===== src/mavg_pkg.sv =====
// Shared constants and command struct for the moving average filter.
// No dependencies; imported by every module of the block.
package mavg_pkg;

  localparam int MAX_WINDOW = 1024;
  localparam int ADDR_W     = $clog2(MAX_WINDOW);
  localparam int LEN_W      = ADDR_W + 1;
  localparam int SMP_W      = 16;
  localparam int SUM_W      = SMP_W + ADDR_W;
  localparam int DIV_STEPS  = SUM_W;
  localparam int CNT_W      = $clog2(DIV_STEPS + 1);
  localparam int DATA_W     = 32;
  localparam int PADDR_W    = 3;

  localparam logic [LEN_W-1:0] LEN_RESET = LEN_W'(8);
  localparam logic [LEN_W-1:0] LEN_MAX   = LEN_W'(MAX_WINDOW);

  localparam logic REG_WINDOW_LENGTH = 1'b0;

  // controller -> datapath
  typedef struct packed {
    logic accept;    // capture sample, read old slot
    logic update;    // fold sample into sum, write slot
    logic prep;      // load divider
    logic div_step;  // one quotient bit
    logic load_out;  // saturate quotient into output register
  } mavg_cmd_t;

endpackage


===== src/mavg_ctrl.sv =====
// Sequencer for the moving average filter: handshakes and divider step count.
// Depends on mavg_pkg.
module mavg_ctrl import mavg_pkg::*; (
  input  logic      clk,
  input  logic      rst_n,
  input  logic      in_valid,
  output logic      in_stall,
  output logic      out_valid,
  input  logic      out_stall,
  output mavg_cmd_t cmd
);

  typedef enum logic [2:0] {
    S_IDLE,
    S_UPDATE,
    S_PREP,
    S_DIV,
    S_FIN
  } state_t;

  state_t           state_r, state_nxt;
  logic [CNT_W-1:0] cnt_r, cnt_nxt;
  logic             out_valid_r, out_valid_nxt;

  assign in_stall  = (state_r != S_IDLE);
  assign out_valid = out_valid_r;

  always_comb begin
    state_nxt     = state_r;
    cnt_nxt       = cnt_r;
    out_valid_nxt = out_valid_r;
    cmd           = '0;
    if (out_valid_r && !out_stall) begin
      out_valid_nxt = 1'b0;
    end
    case (state_r)
      S_IDLE: begin
        if (in_valid) begin
          cmd.accept = 1'b1;
          state_nxt  = S_UPDATE;
        end
      end
      S_UPDATE: begin
        cmd.update = 1'b1;
        state_nxt  = S_PREP;
      end
      S_PREP: begin
        cmd.prep  = 1'b1;
        cnt_nxt   = '0;
        state_nxt = S_DIV;
      end
      S_DIV: begin
        cmd.div_step = 1'b1;
        cnt_nxt      = cnt_r + 1'b1;
        if (cnt_r == CNT_W'(DIV_STEPS - 1)) begin
          state_nxt = S_FIN;
        end
      end
      S_FIN: begin
        // hold until the output register is free
        if (!out_valid_r || !out_stall) begin
          cmd.load_out  = 1'b1;
          out_valid_nxt = 1'b1;
          state_nxt     = S_IDLE;
        end
      end
      default: begin
        state_nxt = S_IDLE;
      end
    endcase
  end

  always_ff @(posedge clk) begin
    if (!rst_n) begin
      state_r     <= S_IDLE;
      cnt_r       <= '0;
      out_valid_r <= 1'b0;
    end else begin
      state_r     <= state_nxt;
      cnt_r       <= cnt_nxt;
      out_valid_r <= out_valid_nxt;
    end
  end

endmodule


===== config.mk =====
export PLATFORM = sky130hd
export DESIGN_NAME = mavg_ctrl
export DESIGN_NICKNAME = d
export VERILOG_FILES = /design/src/mavg_pkg.sv /design/src/mavg_ctrl.sv
export SDC_FILE = /design/constraint.sdc
export NUM_CORES = 1
export LEC_CHECK = 0
export ABC_AREA = 1
export BUFFER_PORTS_ARGS = -buffer_cell sky130_fd_sc_hd__buf_2
export CAP_MARGIN = 20
export CELL_PAD_IN_SITES_DETAIL_PLACEMENT = 0
export CELL_PAD_IN_SITES_GLOBAL_PLACEMENT = 2
export CORE_MARGIN = 4
export CORE_UTILIZATION = 23
export CTS_BUF_LIST = sky130_fd_sc_hd__clkbuf_16
export CTS_CLUSTER_DIAMETER = 80
export DETAILED_ROUTE_END_ITERATION = 8
export HOLD_SLACK_MARGIN = 0.12
export MAX_ROUTING_LAYER = met4
export PLACE_DENSITY_LB_ADDON = 0.2
export REMOVE_ABC_BUFFERS = 1
export SLEW_MARGIN = 20
export SYNTH_ARGS = -nofsm -noshare
export SYNTH_HDL_FRONTEND = slang
export SYNTH_SLANG_ARGS = --single-unit

===== constraint.sdc =====
create_clock -name clk -period 1.1 [get_ports clk]
set_input_delay 0.22 -clock clk [delete_from_list [all_inputs] [get_ports clk]]
set_output_delay 0.22 -clock clk [all_outputs]
set_load 0.005 [all_outputs]

**After elaboration in Yosys (flattened, before gate mapping)**

Cells that the tools add are included.

- Add/sub/neg operators: 1
- Equality and inequality tests: 8
- Multiplexer cells: 15
- Reduce and logical (&&, ||, !) cells: 8

Operators with widths:

| operator | count |
|---|---|
| case mux 3 bit (5 select lines) | 1 |
| 2-to-1 mux 1 bit | 10 |
| case mux 5 bit (2 select lines) | 1 |
| 2-to-1 mux 3 bit | 3 |
| equality test 3 x 2 -> 1 bit, second input constant | 2 |
| != test 2 bit, second input constant | 3 |
| adder 5 x 1 -> 5 bit, second input constant | 1 |
| equality test 5 bit, second input constant | 1 |
| equality test 3 x 1 -> 1 bit, second input constant | 1 |
| equality test 3 bit, second input constant | 1 |
| logical NOT 3 bit | 1 |
| AND reduction 3 bit | 1 |
| nonzero test 3 bit | 1 |
| logical NOT 1 bit | 2 |
| nonzero test 2 bit | 1 |
| logical AND 1 bit | 1 |
| logical OR 1 bit | 1 |

- Register bits after elaboration: 9
- Bits of input ports: 4
- Output and inout port bits: 7

**Longest topological paths before layout**

- Depth after elaboration: 5
- Depth in mapped cells: 10
- Gate-level depth less buffers: 10

**Worst setup path after synthesis**

No wires, ideal clock.

- Kind: register -> register
- From: reg cnt_r[1]
- To: reg state_r[2]
- Arrival: 0.939 ns
- Data required time: 0.991 ns
- Slack: 0.052 ns
- Stages on the path, launching flop included: 11
- Path buffers: 0
- Clock period less this slack: 1.048 ns
- Cells stage by stage: dfxtp_1 inv_1 ha_1 nand2_1 inv_1 nand2_1 nand2_1 nand2_1 nor2_1 nand2_1 inv_1

- Longest elaborated chain between the ends: 3

Ends and longest elaborated chain:

| item | RTL line | text |
|---|---|---|
| start: declaration | mavg_ctrl.sv:22 | `logic [CNT_W-1:0] cnt_r, cnt_nxt;` |
| start signal: assignment | mavg_ctrl.sv:80 | `cnt_r <= cnt_nxt;` |
| equality test 5 bit | mavg_ctrl.sv:55 | `if (cnt_r == CNT_W'(DIV_STEPS - 1)) begin` |
| != test 2 bit (no line) | - |  |
| AND reduction 3 bit (no line) | - |  |
| end signal: assignment | mavg_ctrl.sv:79 | `state_r <= state_nxt;` |
| end: declaration | mavg_ctrl.sv:21 | `state_t state_r, state_nxt;` |

Every way passes these cells.
A chain may end at the register's enable or synchronous reset.

==> impl_metrics.yaml <==
status:
  run_status: "finished with violations"
  violations_in_the_final_reports: "negative setup slack"
job:
  drv.max_cap_violation_count: 0
global_routing:
  pin_count_of_the_biggest_net_entering_global_routing: 8
  grt_first_pass_wirelength_um: 1890
  grt.total_usage_pct: 9.37
  grt_pass1_vias: 475
  global_route.overflow_total: 0
  antenna_found_initial: 0
setup_path:
  timing_worst_setup_path_type: "reg -> out"
  critPathMaxFanout: 5
  r2r_cells: 7
  cp-end-kind: "output pin"
  arrival_ns: 1.01
  worstPathRequired_ns: 0.88
  critical_path.reg2reg.startpoint: "state_r[0]"
  reg2reg_slack_ns: 0.02
  regToRegEndpoint: "cnt_r[1]"
  setup.worst_path.start_class: "flip-flop"
finish:
  multi_input_area_um2: 294
  layout.filler_cells: 237
  layout_stage_area_growth_over_the_synthesis_result_pct: 50.7
  final_util_pct: 37.9
  net_total_in_the_final_layout: 105
  antenna_cells_inserted: 0
  final-instance-count-excl-fill: 125
  layout.area.seq_um2: 196
  drive_above_1_share_pct: 40.8
timing:
  rsz0062_at_grt: "yes"
  final.min_clock_period_ns: 1.23
  final_max_slew_viol_count: 0
  max-slew-margin-rel_pct: 82.6
  fin_crit_sh_pct: 112
  clock.fmax_ghz: 0.811
  setup_slack_ns: -0.133
  final.setup_skew_ns: 0.000515
  max_slew.worst_pin.slew_ns: 0.261
  final_hold_viol_count: 0
  final-setup-viol-count: 6
pwr:
  power.density_nw_per_um2: 2120
  worst_ir_drop_vdd_v: 0.00137
  power_share_of_the_combinational_group_pct: 31.2
  power.sequential.fraction_pct: 30.3
  share_clk_of_total_power_pct: 38.6
  cell_internal_pwr_uw: 1110
  p_leak_uw: 0.000382
  swShare_pct: 31.7
  p_switching_uw: 515
detailed_routing:
  drt_first_pass_iters: 4
  post-route-drc-count: 0
  postRouteWirelength_um: 1210
  dr_total_vias: 516
  dr.first_iter.drc_count: 5
  drtAntennaViolNets: 0
  wl_per_cell_um: 9.69
  vias_cell: 4.13
logic_synthesis:
  yosys.area.top_type_share_pct: 35.5
  synth-edff-count: 0
  yosysMostFrequentCell: "sky130_fd_sc_hd__nand2_1"
  post_synth_main_area_contributors: "sky130_fd_sc_hd__dfxtp_1 35%, sky130_fd_sc_hd__nand2_1 13%, sky130_fd_sc_hd__inv_1 12%"
  synthesis.area_um2: 508
  synth_top_cell_by_area: "sky130_fd_sc_hd__dfxtp_1"
  yosysWarningCount: 0
  synth_sequential_area_ratio_pct: 35.5
  netlist_top_cells_count: "18 x sky130_fd_sc_hd__nand2_1, 16 x sky130_fd_sc_hd__inv_1, 10 x sky130_fd_sc_hd__nor2_1, 9 x sky130_fd_sc_hd__dfxtp_1, 5 x sky130_fd_sc_hd__nand3_1"
  postSynth.asyncResetShare_pct: 0
  syn_inst: 78
  synthFlopType: "sky130_fd_sc_hd__dfxtp_1"
  synth_seq_cells: 9
  synthesized_area_per_cell_um2: 6.51
  synthDistinctLibCells: 17
die:
  floorplan.io_pins: 11
  die-area_um2: 3020
  dieHeight_um: 55.0
  placeableCoreArea_um2: 2020
  std_cell_rows: 16
  initial_core_util_pct: 25.1
  fp.dieW_um: 55.0
placement:
  buffer_ports.inserted: 10
  finalWeightedCongestion: 0.742
  dpl_cells: 119
  dpl.hpwl_um: 912
cts:
  clockRootBuffer: "sky130_fd_sc_hd__clkbuf_16"
  clock_tree.htree_level_count: 1
  tritoncts: "done"
  worst_setup_hold_path_clk_slew_ns: 0.04
  cts_buffers: 3
  insertion_delay_ns: 0.23
  clock_tree.buffer_depth: 2
  cts_num_sinks: 9
min_path:
  min_delay_path_depth: 3
  min_to: "cnt_r[0]"
  hold_path_class: "in -> reg"
  hp-start: "rst_n"
repair_timing:
item / 4_1_cts / 5_1_grt
endpoints found under the setup margin: 6 / 11
buffers inserted: 1 / 1
gates cloned: 0 / 0
pin swaps: 2 / 3
resized for setup: 7 / 14
hold buffers: 0 / 0
critical path: stages, from the launching register on:
cell	delay, ns
sky130_fd_sc_hd__dfxtp_4	0.36
sky130_fd_sc_hd__nor2_4	0.14
sky130_fd_sc_hd__nand2_1	0.09
sky130_fd_sc_hd__inv_2	0.08
sky130_fd_sc_hd__buf_2	0.11
registers in the layout (all words and copies together), names as in the netlist:
register / count
out_valid: 1
state_r: 3
cnt_r: 5
cell usage in the layout, fill, tap and decap left out, types with 2 or more instances in the layout:
master / synthesis / routed
sky130_fd_sc_hd__dfxtp_4: 0 / 4
sky130_fd_sc_hd__a21oi_1: 3 / 3
sky130_fd_sc_hd__dfxtp_1: 9 / 4
sky130_fd_sc_hd__nor2_2: 2 / 2
sky130_fd_sc_hd__nand2_2: 2 / 5
sky130_fd_sc_hd__inv_2: 1 / 4
sky130_fd_sc_hd__o21ai_0: 2 / 2
sky130_fd_sc_hd__nand2_1: 18 / 15
sky130_fd_sc_hd__buf_2: 0 / 10
sky130_fd_sc_hd__inv_1: 16 / 14
sky130_fd_sc_hd__clkbuf_16: 0 / 3
sky130_fd_sc_hd__buf_4: 0 / 5
sky130_fd_sc_hd__nand3_1: 5 / 5
sky130_fd_sc_hd__nor2_4: 1 / 2
sky130_fd_sc_hd__nor2_1: 10 / 9
sky130_fd_sc_hd__nand4_1: 3 / 3
final cells by class:
cell class                      instances  share of cell area [%]
Multi-Input combinational cell         52                    38.4
Sequential cell                         9                    25.7
Timing Repair Buffer                   16                    12.9
Clock buffer                            3                    9.80
Inverter                               17                    8.33
Tap cell                               27                    4.41
Clock inverter                          1                   0.490
metrics by stage:
stage / TNS, ns / hold slack (ns) / area [µm²] / setup slack [ns] / power [µW]
6_report: -0.525 / 0.230 / 766 / -0.133 / 1620
4_1_cts: -0.583 / 0.236 / 722 / -0.120 / 1590
3_3_place_gp: 0 / 0.475 / 622 / 0.0176 / 913
3_5_place_dp: 0 / 0.480 / 622 / 0.0232 / 902
2_1_floorplan: 0 / 0.358 / 508 / 0.0520 / 735
5_1_grt: -1.01 / 0.241 / 766 / -0.179 / 1740
cells by family (layout without fill, tap and decap cells):
family / after synthesis / after routing / share of synthesized area [%]
AND/OR/NAND/NOR: 43 / 43 / 39.4
buffers and inverters: 17 / 37 / 12.6
flip-flops: 9 / 9 / 35.5
AO/OA/AOI/OAI: 7 / 7 / 7.64
adder cells (fa/ha/maj): 2 / 2 / 4.93
worst max-delay path by stage:
stage                     from    endpoint  slack (ns)  cells past startpoint
detailed placement    cnt_r[1]  state_r[2]        0.02                     10
global placement    state_r[2]      cmd[2]        0.02                      4
floorplan             cnt_r[1]  state_r[2]        0.05                     10
global route        state_r[2]      cmd[2]       -0.18                      4
CTS                 state_r[0]      cmd[1]       -0.12                      4
finish              state_r[2]      cmd[2]       -0.13                      4
per-layer routing:
metal / up-vias / global-route usage [%] / wire [µm]
li1: 284 / - / -
met1: 224 / 10.3 / 569
met2: 6 / 14.4 / 574
met3: 2 / 4.83 / 54
met4: 0 / 3.64 / 12
met5: - / - / 0
power groups by stage:
stage,logic (µW),clock network [µW],registers [µW]
6_report,506,626,491
4_1_cts,475,645,473
2_1_floorplan,293,0,442
3_3_place_gp,455,0,458
5_1_grt,569,665,502
3_5_place_dp,449,0,453
Power figures use the tool's default switching activity.
